===== src/qte_pkg.sv =====
// shared types, constants and helper functions for the quaternion to euler block
// no dependencies
package qte_pkg;

  localparam int CORDIC_STEPS_DEF    = 16;
  localparam int ANGLE_FRAC_BITS_DEF = 13;

  // width of the cordic vector registers (products grow to about 2^33.3)
  localparam int XW = 36;
  // width of the product accumulators
  localparam int PW = 34;
  // width of the cordic iteration index (up to 24 steps)
  localparam int IW = 5;

  localparam logic signed [XW-1:0] ONE_Q28 = XW'(64'd1 << 28);
  localparam logic [31:0] PI_Q30      = 32'd3373259426;
  localparam logic [31:0] HALF_PI_Q30 = 32'd1686629713;

  localparam logic signed [15:0] ROLL_LIMIT  = 16'sd12100;
  localparam logic signed [15:0] PITCH_LIMIT = 16'sd6100;
  localparam logic signed [15:0] YAW_LIMIT   = 16'sd12100;

  // product schedule, one multiply per cycle
  typedef enum logic [3:0] {
    P_WX = 4'd0,
    P_YZ = 4'd1,
    P_XX = 4'd2,
    P_YY = 4'd3,
    P_WY = 4'd4,
    P_ZX = 4'd5,
    P_WZ = 4'd6,
    P_XY = 4'd7,
    P_ZZ = 4'd8
  } prod_t;

  // which angle the shared cordic is working on
  typedef enum logic [1:0] {
    SRC_ROLL  = 2'd0,
    SRC_PITCH = 2'd1,
    SRC_YAW   = 2'd2
  } src_t;

  typedef struct packed {
    logic          load;
    logic          prod_en;
    prod_t         prod_sel;
    logic          sq_en;
    logic          sqrt_step;
    logic          cord_init;
    src_t          cord_src;
    logic          cord_step;
    logic [IW-1:0] cord_iter;
    logic          cord_store;
    logic          fin;
    logic          out_load;
  } qte_cmd_t;

  // arctangent table, Q30
  function automatic logic [31:0] atan_q30(input logic [IW-1:0] i);
    logic [31:0] r;
    case (i)
      5'd0:  r = 32'h3243F6A8;
      5'd1:  r = 32'h1DAC6705;
      5'd2:  r = 32'h0FADBAFC;
      5'd3:  r = 32'h07F56EA6;
      5'd4:  r = 32'h03FEAB76;
      5'd5:  r = 32'h01FFD55B;
      5'd6:  r = 32'h00FFFAAA;
      5'd7:  r = 32'h007FFF55;
      5'd8:  r = 32'h003FFFEA;
      5'd9:  r = 32'h001FFFFD;
      5'd10: r = 32'h000FFFFF;
      5'd11: r = 32'h0007FFFF;
      5'd12: r = 32'h0003FFFF;
      5'd13: r = 32'h0001FFFF;
      5'd14: r = 32'h0000FFFF;
      5'd15: r = 32'h00007FFF;
      5'd16: r = 32'h00003FFF;
      5'd17: r = 32'h00001FFF;
      5'd18: r = 32'h00000FFF;
      5'd19: r = 32'h000007FF;
      5'd20: r = 32'h000003FF;
      5'd21: r = 32'h000001FF;
      5'd22: r = 32'h000000FF;
      5'd23: r = 32'h0000007F;
      default: r = 32'h0;
    endcase
    return r;
  endfunction

  // Q30 angle to the internal angle format, rounded
  function automatic logic [31:0] to_angle(input logic [31:0] q30, input int frac);
    logic [32:0] sum;
    sum = {1'b0, q30} + (33'd1 << (29 - frac));
    return 32'(sum >> (30 - frac));
  endfunction

endpackage


===== src/qte_ctrl.sv =====
// sequencing state machine for the quaternion to euler block
// depends on qte_pkg
module qte_ctrl #(
  parameter int CORDIC_STEPS = qte_pkg::CORDIC_STEPS_DEF
) (
  input  logic              clk,
  input  logic              rst_n,
  input  logic              in_valid,
  output logic              in_stall,
  output logic              out_valid,
  input  logic              out_stall,
  output qte_pkg::qte_cmd_t cmd
);
  import qte_pkg::*;

  localparam int SQRT_STEPS = 29;

  typedef enum logic [7:0] {
    ST_IDLE  = 8'b0000_0001,
    ST_PROD  = 8'b0000_0010,
    ST_SQR   = 8'b0000_0100,
    ST_SQRT  = 8'b0000_1000,
    ST_CINIT = 8'b0001_0000,
    ST_CITER = 8'b0010_0000,
    ST_FIN   = 8'b0100_0000,
    ST_OUT   = 8'b1000_0000
  } state_t;

  state_t      state_r, state_nxt;
  logic [4:0]  cnt_r, cnt_nxt;
  src_t        run_r, run_nxt;
  logic        out_valid_r, out_valid_nxt;

  assign in_stall  = (state_r != ST_IDLE);
  assign out_valid = out_valid_r;

  always_comb begin
    state_nxt     = state_r;
    cnt_nxt       = cnt_r;
    run_nxt       = run_r;
    out_valid_nxt = out_valid_r && out_stall;
    cmd           = '0;
    cmd.prod_sel  = prod_t'(cnt_r[3:0]);
    cmd.cord_src  = run_r;
    cmd.cord_iter = cnt_r;
    case (state_r)
      ST_IDLE: begin
        if (in_valid) begin
          cmd.load  = 1'b1;
          cnt_nxt   = '0;
          state_nxt = ST_PROD;
        end
      end
      ST_PROD: begin
        cmd.prod_en = 1'b1;
        if (cnt_r == 5'(P_ZZ)) begin
          state_nxt = ST_SQR;
        end else begin
          cnt_nxt = cnt_r + 5'd1;
        end
      end
      ST_SQR: begin
        cmd.sq_en = 1'b1;
        cnt_nxt   = '0;
        state_nxt = ST_SQRT;
      end
      ST_SQRT: begin
        cmd.sqrt_step = 1'b1;
        if (cnt_r == 5'(SQRT_STEPS - 1)) begin
          run_nxt   = SRC_ROLL;
          state_nxt = ST_CINIT;
        end else begin
          cnt_nxt = cnt_r + 5'd1;
        end
      end
      ST_CINIT: begin
        cmd.cord_init = 1'b1;
        cnt_nxt       = '0;
        state_nxt     = ST_CITER;
      end
      ST_CITER: begin
        cmd.cord_step = 1'b1;
        if (cnt_r == 5'(CORDIC_STEPS - 1)) begin
          cmd.cord_store = 1'b1;
          case (run_r)
            SRC_ROLL:  begin run_nxt = SRC_PITCH; state_nxt = ST_CINIT; end
            SRC_PITCH: begin run_nxt = SRC_YAW;   state_nxt = ST_CINIT; end
            default:   state_nxt = ST_FIN;
          endcase
        end else begin
          cnt_nxt = cnt_r + 5'd1;
        end
      end
      ST_FIN: begin
        cmd.fin   = 1'b1;
        state_nxt = ST_OUT;
      end
      ST_OUT: begin
        if (!out_valid_r || !out_stall) begin
          cmd.out_load  = 1'b1;
          out_valid_nxt = 1'b1;
          state_nxt     = ST_IDLE;
        end
      end
      default: state_nxt = ST_IDLE;
    endcase
  end

  always_ff @(posedge clk) begin
    if (!rst_n) begin
      state_r     <= ST_IDLE;
      cnt_r       <= '0;
      run_r       <= SRC_ROLL;
      out_valid_r <= 1'b0;
    end else begin
      state_r     <= state_nxt;
      cnt_r       <= cnt_nxt;
      run_r       <= run_nxt;
      out_valid_r <= out_valid_nxt;
    end
  end

endmodule


===== src/qte_dp.sv =====
// datapath: shared multiplier, bit-serial square root, shared cordic, yaw zeroing
// depends on qte_pkg
module qte_dp #(
  parameter int ANGLE_FRAC_BITS = qte_pkg::ANGLE_FRAC_BITS_DEF
) (
  input  logic                clk,
  input  logic                rst_n,
  input  qte_pkg::qte_cmd_t   cmd,
  input  logic signed [15:0]  in_quat_x,
  input  logic signed [15:0]  in_quat_y,
  input  logic signed [15:0]  in_quat_z,
  input  logic signed [15:0]  in_quat_w,
  output logic signed [14:0]  out_roll_scaled,
  output logic signed [13:0]  out_pitch_scaled,
  output logic signed [14:0]  out_yaw_scaled
);
  import qte_pkg::*;

  localparam int F  = ANGLE_FRAC_BITS;
  localparam int AW = F + 4;
  localparam int SW = AW + 14;
  localparam logic signed [SW-1:0] RND = SW'(64'd1 << (F - 1));
  localparam logic signed [AW-1:0] HALF_PI = AW'(to_angle(HALF_PI_Q30, F));
  localparam logic signed [AW-1:0] PI      = AW'(to_angle(PI_Q30, F));
  localparam logic signed [AW-1:0] TWO_PI  = AW'(PI <<< 1);

  logic signed [15:0] qx_r, qy_r, qz_r, qw_r;
  logic signed [PW-1:0] acc0_r, accs1_r, acc2_r, acc3_r, accs2_r;

  // product step
  logic signed [15:0] ma, mb;
  logic signed [31:0] prod;
  logic signed [PW-1:0] prod_x;

  always_comb begin
    case (cmd.prod_sel)
      P_WX:    begin ma = qw_r; mb = qx_r; end
      P_YZ:    begin ma = qy_r; mb = qz_r; end
      P_XX:    begin ma = qx_r; mb = qx_r; end
      P_YY:    begin ma = qy_r; mb = qy_r; end
      P_WY:    begin ma = qw_r; mb = qy_r; end
      P_ZX:    begin ma = qz_r; mb = qx_r; end
      P_WZ:    begin ma = qw_r; mb = qz_r; end
      P_XY:    begin ma = qx_r; mb = qy_r; end
      P_ZZ:    begin ma = qz_r; mb = qz_r; end
      default: begin ma = '0;   mb = '0;   end
    endcase
    prod   = ma * mb;
    prod_x = PW'(prod);
  end

  always_ff @(posedge clk) begin
    if (cmd.load) begin
      qx_r    <= in_quat_x;
      qy_r    <= in_quat_y;
      qz_r    <= in_quat_z;
      qw_r    <= in_quat_w;
      acc0_r  <= '0;
      accs1_r <= '0;
      acc2_r  <= '0;
      acc3_r  <= '0;
      accs2_r <= '0;
    end else if (cmd.prod_en) begin
      case (cmd.prod_sel)
        P_WX, P_YZ: acc0_r  <= acc0_r + prod_x;
        P_XX:       accs1_r <= accs1_r + prod_x;
        P_YY: begin
          accs1_r <= accs1_r + prod_x;
          accs2_r <= accs2_r + prod_x;
        end
        P_WY:       acc2_r  <= acc2_r + prod_x;
        P_ZX:       acc2_r  <= acc2_r - prod_x;
        P_WZ, P_XY: acc3_r  <= acc3_r + prod_x;
        P_ZZ:       accs2_r <= accs2_r + prod_x;
        default:    acc0_r  <= acc0_r;
      endcase
    end
  end

  // euler terms, Q28
  logic signed [XW-1:0] t0, t1, t2, t3, t4;
  assign t0 = XW'(acc0_r) <<< 1;
  assign t1 = ONE_Q28 - (XW'(accs1_r) <<< 1);
  assign t2 = XW'(acc2_r) <<< 1;
  assign t3 = XW'(acc3_r) <<< 1;
  assign t4 = ONE_Q28 - (XW'(accs2_r) <<< 1);

  // clamp and square of the pitch term
  logic signed [29:0] t2c, t2c_r;
  logic [28:0]        t2_abs;
  logic [57:0]        sq;
  logic [57:0]        rad_r;
  logic [31:0]        rem_r;
  logic [28:0]        root_r;
  logic [31:0]        rem_sh, trial;

  always_comb begin
    if (t2 > ONE_Q28) begin
      t2c = 30'(ONE_Q28);
    end else if (t2 < -ONE_Q28) begin
      t2c = -30'(ONE_Q28);
    end else begin
      t2c = 30'(t2);
    end
    t2_abs = t2c[29] ? 29'(-t2c) : 29'(t2c);
    sq     = 58'(t2_abs) * 58'(t2_abs);
    rem_sh = {rem_r[29:0], rad_r[57:56]};
    trial  = {1'b0, root_r, 2'b01};
  end

  always_ff @(posedge clk) begin
    if (cmd.sq_en) begin
      t2c_r  <= t2c;
      rad_r  <= (58'd1 << 56) - sq;
      rem_r  <= '0;
      root_r <= '0;
    end else if (cmd.sqrt_step) begin
      rad_r <= {rad_r[55:0], 2'b00};
      if (rem_sh >= trial) begin
        rem_r  <= rem_sh - trial;
        root_r <= {root_r[27:0], 1'b1};
      end else begin
        rem_r  <= rem_sh;
        root_r <= {root_r[27:0], 1'b0};
      end
    end
  end

  // shared vectoring cordic
  logic signed [XW-1:0] cx_r, cy_r, cx_nxt, cy_nxt, vx, vy, xs, ys;
  logic signed [AW-1:0] cz_r, cz_nxt, cz_init, ang, zres;
  logic                 czero_r;

  always_comb begin
    case (cmd.cord_src)
      SRC_ROLL:  begin vy = t0; vx = t1; end
      SRC_PITCH: begin vy = XW'(t2c_r); vx = XW'({1'b0, root_r}); end
      SRC_YAW:   begin vy = t3; vx = t4; end
      default:   begin vy = '0; vx = '0; end
    endcase
    cz_init = '0;
    if (vx < 0) begin
      cz_init = (vy >= 0) ? HALF_PI : -HALF_PI;
    end
    xs  = cx_r >>> cmd.cord_iter;
    ys  = cy_r >>> cmd.cord_iter;
    ang = AW'(to_angle(atan_q30(cmd.cord_iter), F));
    if (cy_r > 0) begin
      cx_nxt = cx_r + ys;
      cy_nxt = cy_r - xs;
      cz_nxt = cz_r + ang;
    end else begin
      cx_nxt = cx_r - ys;
      cy_nxt = cy_r + xs;
      cz_nxt = cz_r - ang;
    end
    zres = czero_r ? '0 : cz_nxt;
  end

  logic signed [AW-1:0] roll_r, pitch_r, cur_r, ref_r, diff_r, ref_eff, diff;
  logic                 pend_r;

  always_ff @(posedge clk) begin
    if (cmd.cord_init) begin
      czero_r <= (vx == 0) && (vy == 0);
      cz_r    <= cz_init;
      if (vx < 0) begin
        cx_r <= (vy >= 0) ? vy : -vy;
        cy_r <= (vy >= 0) ? -vx : vx;
      end else begin
        cx_r <= vx;
        cy_r <= vy;
      end
    end else if (cmd.cord_step) begin
      cx_r <= cx_nxt;
      cy_r <= cy_nxt;
      cz_r <= cz_nxt;
    end
    if (cmd.cord_store) begin
      case (cmd.cord_src)
        SRC_ROLL:  roll_r  <= zres;
        SRC_PITCH: pitch_r <= zres;
        default:   cur_r   <= -zres;
      endcase
    end
  end

  // yaw zeroing and wrap
  always_comb begin
    ref_eff = pend_r ? cur_r : ref_r;
    diff    = cur_r - ref_eff;
    if (diff > PI) begin
      diff = diff - TWO_PI;
    end else if (diff <= -PI) begin
      diff = diff + TWO_PI;
    end
  end

  always_ff @(posedge clk) begin
    if (!rst_n) begin
      pend_r <= 1'b1;
      ref_r  <= '0;
    end else if (cmd.fin && pend_r) begin
      pend_r <= 1'b0;
      ref_r  <= cur_r;
    end
  end

  always_ff @(posedge clk) begin
    if (cmd.fin) begin
      diff_r <= diff;
    end
  end

  // radians times 3840, round half up, saturate
  function automatic logic signed [15:0] scale_out(input logic signed [AW-1:0] a,
                                                   input logic signed [15:0] lim);
    logic signed [SW-1:0] ae, m, v;
    ae = SW'(a);
    m  = (ae <<< 12) - (ae <<< 8) + RND;
    v  = m >>> F;
    if (v > SW'(lim)) begin
      v = SW'(lim);
    end else if (v < -SW'(lim)) begin
      v = -SW'(lim);
    end
    return 16'(v);
  endfunction

  logic signed [15:0] roll_s, pitch_s, yaw_s;
  assign roll_s  = scale_out(roll_r, ROLL_LIMIT);
  assign pitch_s = scale_out(pitch_r, PITCH_LIMIT);
  assign yaw_s   = scale_out(diff_r, YAW_LIMIT);

  always_ff @(posedge clk) begin
    if (cmd.out_load) begin
      out_roll_scaled  <= 15'(roll_s);
      out_pitch_scaled <= 14'(pitch_s);
      out_yaw_scaled   <= 15'(yaw_s);
    end
  end

endmodule


===== src/quaternion_to_euler_zeroed_yaw_top.sv =====
// in_stall is high from an accepted transaction until its result is loaded for out_valid, so
// one transaction is in flight at a time, spanning nine passes through
//   the shared multiplier, the 29-step square root and three runs of the shared cordic
// a finished result waits in the output register while the next transaction is taken
// reset: synchronous rst_n idles the controller, drops out_valid and re-arms yaw zeroing
// depends on qte_pkg, qte_ctrl, qte_dp
module quaternion_to_euler_zeroed_yaw_top #(
  parameter int CORDIC_STEPS    = qte_pkg::CORDIC_STEPS_DEF,
  parameter int ANGLE_FRAC_BITS = qte_pkg::ANGLE_FRAC_BITS_DEF
) (
  input  logic               clk,
  input  logic               rst_n,
  input  logic               in_valid,
  output logic               in_stall,
  input  logic signed [15:0] in_quat_x,
  input  logic signed [15:0] in_quat_y,
  input  logic signed [15:0] in_quat_z,
  input  logic signed [15:0] in_quat_w,
  output logic               out_valid,
  input  logic               out_stall,
  output logic signed [14:0] out_roll_scaled,
  output logic signed [13:0] out_pitch_scaled,
  output logic signed [14:0] out_yaw_scaled
);
  import qte_pkg::*;

  // command bundle from the sequencer to the datapath
  qte_cmd_t cmd;

  // controller: product schedule, square root steps, cordic runs, output handoff
  qte_ctrl #(
    .CORDIC_STEPS(CORDIC_STEPS)
  ) u_ctrl (
    .clk      (clk),
    .rst_n    (rst_n),
    .in_valid (in_valid),
    .in_stall (in_stall),
    .out_valid(out_valid),
    .out_stall(out_stall),
    .cmd      (cmd)
  );

  // datapath: quaternion products, pitch square root, cordic, yaw reference, scaling
  qte_dp #(
    .ANGLE_FRAC_BITS(ANGLE_FRAC_BITS)
  ) u_dp (
    .clk             (clk),
    .rst_n           (rst_n),
    .cmd             (cmd),
    .in_quat_x       (in_quat_x),
    .in_quat_y       (in_quat_y),
    .in_quat_z       (in_quat_z),
    .in_quat_w       (in_quat_w),
    .out_roll_scaled (out_roll_scaled),
    .out_pitch_scaled(out_pitch_scaled),
    .out_yaw_scaled  (out_yaw_scaled)
  );

endmodule

===== config.mk =====
export PLATFORM = sky130hd
export DESIGN_NAME = quaternion_to_euler_zeroed_yaw_top
export DESIGN_NICKNAME = d
export VERILOG_FILES = /design/src/qte_pkg.sv /design/src/qte_ctrl.sv /design/src/qte_dp.sv /design/src/quaternion_to_euler_zeroed_yaw_top.sv
export SDC_FILE = /design/constraint.sdc
export NUM_CORES = 2
export LEC_CHECK = 0
export ABC_AREA = 1
export BUFFER_PORTS_ARGS = -buffer_cell sky130_fd_sc_hd__buf_2
export CORE_MARGIN = 2
export CORE_UTILIZATION = 44
export CTS_BUF_LIST = sky130_fd_sc_hd__clkbuf_16
export CTS_CLUSTER_DIAMETER = 120
export DETAILED_ROUTE_END_ITERATION = 8
export GPL_TIMING_DRIVEN = 0
export PLACE_DENSITY = 0.62
export SYNTH_ARGS = -nofsm -noshare
export SYNTH_HDL_FRONTEND = slang
export SYNTH_SLANG_ARGS = --single-unit

===== constraint.sdc =====
create_clock -name clk -period 10.44 [get_ports clk]
set_input_delay 2.61 -clock clk [delete_from_list [all_inputs] [get_ports clk]]
set_output_delay 2.61 -clock clk [all_outputs]
set_load 0.02 [all_outputs]

# Yosys cells after proc, flatten, opt, wreduce, memory -nomap -nowiden
# Memories as Yosys holds them, arrays and structs flattened. A register that Yosys moved wholly into a read port is not among the register bits.
# Cells that the tools add are included.
dict set report op_classes {
  add_sub_neg 31
  n_mul 2
  div 0
  n_lt_le_gt_ge 14
  eq_ne 31
  n_shift 2
  n_mux 66
  n_bitwise 1
  n_reduce_logical 42
}
# operator n
set op_table {}
lappend op_table {{36-bit two-way mux} 10}
lappend op_table {{36-bit one-hot mux with 3 select lines} 2}
lappend op_table {{34-bit by 32-bit adder with 34-bit output} 5}
lappend op_table {{17-bit two-way mux} 9}
lappend op_table {{58-bit two-way mux} 2}
lappend op_table {{30-bit by 14-bit adder with 31-bit output, second input constant} 3}
lappend op_table {{30-bit two-way mux} 3}
lappend op_table {{29-bit by 25-bit subtractor with 30-bit output} 3}
lappend op_table {{36-bit adder} 2}
lappend op_table {{36-bit zero test} 2}
lappend op_table {{36-bit negation} 2}
lappend op_table {{36-bit by 5-bit >>> shifter with 36-bit output} 2}
lappend op_table {{30-bit by 35-bit subtractor with 36-bit output, first input constant} 2}
lappend op_table {{36-bit subtractor} 2}
lappend op_table {{34-bit one-hot mux with 2 select lines} 1}
lappend op_table {{16-bit one-hot mux with 4 select lines} 1}
lappend op_table {{8-bit one-hot mux with 8 select lines} 1}
lappend op_table {{29-bit by 29-bit multiplier with 58-bit output} 1}
lappend op_table {{57-bit by 58-bit subtractor with 58-bit output, first input constant} 1}
lappend op_table {{16-bit one-hot mux with 3 select lines} 1}
lappend op_table {{8-bit two-way mux} 5}
lappend op_table {{36-bit by 1-bit greater-or-equal comparator with 1-bit output, second input constant} 1}
lappend op_table {{18-bit by 15-bit > comparator with 1-bit output, second input constant} 2}
lappend op_table {{36-bit by 1-bit > comparator with 1-bit output, second input constant} 1}
lappend op_table {{62 further kinds} 125}
dict set report totals {
  regBits 617
  latch_bits 0
  ram_bits 0
  mem_bits_ro 960
  input_bits 68
  mem_count 1
}
# memory words width rd rd_ports_with_merged_regs wr line
set memory_table {}
lappend memory_table {{(no name shown)} 32 30 1 1 0 qte_pkg.sv:61} ;# case (i)

# Longest topological paths before layout
dict set report depth {
  word_depth 8
  depth_mapped 57
  mapped_depth_nobuf 52
}

# Modules after synthesis
# From an unflattened synthesis, not the netlist that was laid out.
dict set report hier_totals {
  hier_cells 13135
  area_unflattened_um2 93261.9
}
# mod instances cells_per_inst area_per_inst_um2 seq_area_each_um2
set modules_own_cells {}
lappend modules_own_cells {qte_dp 1 12976 92165.9 15454.8}
lappend modules_own_cells {qte_ctrl 1 159 1096.1 320.3}

# Worst setup path after synthesis
# No wires, ideal clock.
dict set report synth_path {
  path_kind {register to register}
  startpoint {register u_ctrl.cnt_r[1]}
  endpoint {register u_dp.acc2_r[30]}
  setup_ns 0.115
  arrival_time_ns 9.412
  required_ns 10.325
  setup_slack_ns 0.912
  stages_incl_launch_ff 46
  n_path_buf 5
  path_cell_list {dfxtp_1 clkbuf_1 inv_1 buf_2 buf_2 ha_1 nand3_1 nand3_1 clkbuf_1 a221oi_1 clkbuf_1 nor2_1 fa_1 inv_1 fa_1 fa_1 fa_1 inv_1 [... 10 more ...] nand3_1 nand2_1 nor2_1 nand2_1 nor4_1 xor2_1 o21ai_0 ha_1 a21oi_1 inv_1 a21oi_1 nor3_1 a211oi_1 o21ai_0 a21o_1 xor2_1 o21ai_0 inv_1}
}
dict set report synth_via {
  elab_chain_cells 6
}
# element line
set synth_rtl {}
lappend synth_rtl {{from (decl)} qte_ctrl.sv:30} ;# logic [4:0] cnt_r, cnt_nxt;
lappend synth_rtl {{from (signal assigned)} qte_ctrl.sv:117} ;# cnt_r <= cnt_nxt;
lappend synth_rtl {{4-bit by 3-bit == test with 1-bit output, or another cell as far along} {qte_dp.sv:36, qte_dp.sv:64}}
lappend synth_rtl {{3-bit OR reduction (no source line) or 2-bit OR reduction (tied branches)} --}
lappend synth_rtl {{16-bit one-hot mux with 4 select lines or 16-bit one-hot mux with 3 select lines (tied branches)} qte_dp.sv:36} ;# case (cmd.prod_sel)
lappend synth_rtl {{16-bit by 16-bit multiplier with 32-bit output} qte_dp.sv:48} ;# prod = ma * mb;
lappend synth_rtl {{34-bit by 32-bit subtractor with 34-bit output or 34-bit by 32-bit adder with 34-bit output (tied branches)} {qte_dp.sv:72, qte_dp.sv:71}}
lappend synth_rtl {{34-bit one-hot mux with 2 select lines} qte_dp.sv:64} ;# case (cmd.prod_sel)
lappend synth_rtl {{to (signal assigned)} qte_dp.sv:71} ;# P_WY: acc2_r <= acc2_r + prod_x;
lappend synth_rtl {{to (signal assigned)} qte_dp.sv:72} ;# P_ZX: acc2_r <= acc2_r - prod_x;
lappend synth_rtl {{to (decl)} qte_dp.sv:28} ;# logic signed [PW-1:0] acc0_r, accs1_r, acc2_r, acc3_r, accs2_r;
# Several ways; a longest one is shown, not always the timed one.
# A chain may end at the register's enable or synchronous reset.

# Worst setup path after layout
dict set report layout_path {
  startpoint {register u_dp.acc2_r[33]}
  endpoint {register u_dp.rad_r[42], data pin}
}
dict set report layout_via {
  elab_chain_cells 8
}
# element line
set layout_rtl {}
lappend layout_rtl {{35-bit by 29-bit < comparator with 1-bit output} qte_dp.sv:100} ;# end else if (t2 < -ONE_Q28) begin
lappend layout_rtl {{30-bit two-way mux} qte_dp.sv:100}
lappend layout_rtl {{30-bit two-way mux (*)} qte_dp.sv:98} ;# if (t2 > ONE_Q28) begin
lappend layout_rtl {{named net u_dp.t2c[12]} qte_dp.sv:89} ;# logic signed [29:0] t2c, t2c_r;
lappend layout_rtl {{29-bit negation} qte_dp.sv:105} ;# t2_abs = t2c[29] ? 29'(-t2c) : 29'(t2c);
lappend layout_rtl {{29-bit two-way mux (*)} qte_dp.sv:105}
lappend layout_rtl {{29-bit by 29-bit multiplier with 58-bit output (*)} qte_dp.sv:106} ;# sq = 58'(t2_abs) * 58'(t2_abs);
lappend layout_rtl {{57-bit by 58-bit subtractor with 58-bit output (*)} qte_dp.sv:114} ;# rad_r <= (58'd1 << 56) - sq;
lappend layout_rtl {{58-bit two-way mux (*)} qte_dp.sv:112} ;# if (cmd.sq_en) begin
lappend layout_rtl {{to (signal assigned)} qte_dp.sv:114}
lappend layout_rtl {{to (signal assigned)} qte_dp.sv:118} ;# rad_r <= {rad_r[55:0], 2'b00};
lappend layout_rtl {{to (decl)} qte_dp.sv:92} ;# logic [57:0] rad_r;
# Mark *: on every way through the listed nets, which the timed path passes. The rest lies on a longest branch.

==> impl_metrics.json <==
{
  "outcome": "finished, final reports clean",
  "worstSetupPathType": "flip-flop to flip-flop",
  "drtIter0Drc": 8877,
  "synth_area_um2": 92900,
  "antenna_found_initial": 8,
  "clock-sinks": 627,
  "tightest_slew_ps": 1320,
  "placed_area_um2": 97500,
  "grt_pass1_vias": 85565,
  "drtAntennaViolNets": 0,
  "ys_warn_count": 0,
  "synth_edf_count": 350,
  "wl_per_cell_um": 21.4,
  "synth_top_area_share_pct": 20.2,
  "final_cells": 16182,
  "final_cell_area_um2": 103000,
  "yosysTopAreaCell": "fa_1",
  "yosysUniqueCellTypes": 71,
  "drc": 0,
  "numPortBuffers": 113,
  "cap_violations": 0,
  "fin_worst_skew_ps": 40.9,
  "fin_ws_ps": 329,
  "ys.flop_type": "edfxtp_1",
  "drv_slew": 0,
  "clk_latency_ps": 730,
  "cts_max_path_buffers": 3,
  "area_growth_pct": 10.6,
  "dp_cells": 15938,
  "synth_common_cells": "nand2_1 (2796), inv_1 (2530), nor2_1 (1188), fa_1 (936), a21oi_1 (836)",
  "crit_top_cell": "fa_1",
  "top_usage_layer": "met2",
  "dpl.hpwl_um": 286000,
  "end_kind": "flip-flop",
  "place_ws_ps": -3370,
  "synthArstFlopShare_pct": 0,
  "coreArea_um2": 210000,
  "globalplace.congestion": 1.04,
  "yosysMostFrequentCell": "nand2_1",
  "rows": 168,
  "cts_tree": "built",
  "wl_um": 346000,
  "grtUsageTotal_pct": 31.7,
  "path_clk_slew_ps": 70,
  "dr.pass1.iters": 8,
  "ys_seq_area_share_pct": 17.3,
  "met1_usage_pct": 42.9,
  "holdCritPathClass": "flip-flop to flip-flop",
  "grt_pass1_wl_um": 522000,
  "crit_arrival_ps": 10580,
  "io_pins": 114,
  "setup_viol": 0,
  "start_kind": "flip-flop",
  "min_period_ps": 10110,
  "critPathSlowestCell": "nor3_1",
  "slew-limit-headroom_pct": 11.9,
  "die_h_um": 463,
  "via_per_inst": 5.44,
  "drive_gt1_share_pct": 7.24,
  "required_ps": 10910,
  "ys_seq_elements": 627,
  "vias": 88043,
  "nets": 15040,
  "grt_max_degree": 65,
  "syn-mean-instance-area_um2": 7.16,
  "crit_fanout": 10,
  "max_stage_delay_ps": 800,
  "cts-root-buf": "clkbuf_16",
  "htree_levels": 3,
  "die_w_um": 463,
  "holdBufCountCts": 0,
  "cts_made_buffers": 82,
  "start_util_pct": 44.3,
  "globalRouteMet3Util_pct": 6.70,
  "ys_top_cells_by_area": "fa_1 (20%), edfxtp_1 (11%), nand2_1 (11%)",
  "met2_usage_pct": 49.5,
  "grt-ovfl-total": 0,
  "fin_crit_sh_pct": 96.9,
  "die-area_um2": 215000,
  "hold_viol": 0,
  "syn_inst": 12965,
  "fmax_ghz": 0.0989
}
path summary, 6_finish.rpt:
| check | cells past startpoint | slack [ps] | to | from |
|---|---|---|---|---|
| max | 43 | 330 | u_dp.rad_r[42] | u_dp.acc2_r[33] |
| min | 2 | 460 | u_dp.ref_r[0] | u_dp.ref_r[0] |
| max reg2reg | 43 | 330 | u_dp.rad_r[42] | u_dp.acc2_r[33] |
| min reg2reg | 2 | 460 | u_dp.ref_r[0] | u_dp.ref_r[0] |
critical path: cells and delay by family (launching register included):
family                   cells  cell delay, ps
adder cells (fa/ha/maj)      9            4400
flip-flops                   1             320
buffers and inverters        9             980
AND/OR/NAND/NOR             19            3090
AO/OA/AOI/OAI                6            1040
per-layer routing:
layer  routed length [µm]  up-vias
met5                  103        -
met4                15800        8
met3                32700      684
met2               151000     3727
met1               147000    41767
li1                     -    41857
cell type report:
type                            count  area, µm²
Multi-Input combinational cell   9443      67000
Tap cell                         2805       3510
Buffer                            351       1980
Clock buffer                       85       2130
Clock inverter                     65        482
Fill cell                       21416     107000
Inverter                         2570       9710
Sequential cell                   627      16100
Antenna cell                        2       5.00
Timing Repair Buffer              234       1810
state kept, by name, indices dropped and copies added (netlist names), 29 cells and up, named ones only:
name          cells
u_dp.acc0_r      34
u_dp.acc2_r      34
u_dp.acc3_r      34
u_dp.accs1_r     34
u_dp.accs2_r     34
u_dp.cx_r        36
u_dp.cy_r        36
u_dp.rad_r       55
u_dp.rem_r       30
u_dp.root_r      29
u_dp.t2c_r       29
what timing repair did:
| action | CTS | global route |
|---|---|---|
| gates resized for setup | 263 | 226 |
| cloned | 1 | 0 |
| endpoints found under the hold margin | 0 | 0 |
| setup buffers | 38 | 55 |
| endpoints found under the setup margin | 174 | 71 |
| pin swaps | 20 | 41 |
cells by family after synthesis:
group                    after synthesis  synth area share (%)
other                                  2               0.00809
XOR/XNOR                             473                  4.48
adder cells (fa/ha/maj)             1663                  30.0
flip-flops                           627                  17.3
multiplexers                          11                 0.119
AO/OA/AOI/OAI                       2116                  12.8
buffers and inverters               2923                  12.2
AND/OR/NAND/NOR                     5150                  23.2
per-stage QoR:
| step | utilization [%] | setup TNS, ps | hold WS, ps |
|---|---|---|---|
| after CTS | 48.4 | 0 | 456 |
| final | 49.0 | 0 | 456 |
| after detailed placement | 46.5 | -312290 | 446 |
| after global routing | 49.0 | -65.8 | 468 |
| after global placement | 46.3 | -405800 | 443 |
| after floorplan | - | 0 | 424 |
layout by cell type (no fill, tap or decap), types with 86 or more instances in the layout:
cell type  netlist  layout
fa_1           936     932
clkbuf_1       205     160
edfxtp_1       350     350
o21ai_0        773     755
ha_1           727     701
dfxtp_1        277     273
nand2_1       2796    2751
nor2_1        1188    1141
xor2_1         328     317
nor3_1         120     109
inv_1         2530    2527
clkbuf_16        0      86
nand4_1        133     133
nand3_1        648     641
a21oi_1        836     807
xnor2_1        144     142
buf_2           78     175
buf_4           15     107
Power is left out: the tool's default activity adds up to more than one toggle a clock period on the data nets, which glitch-free logic cannot reach.
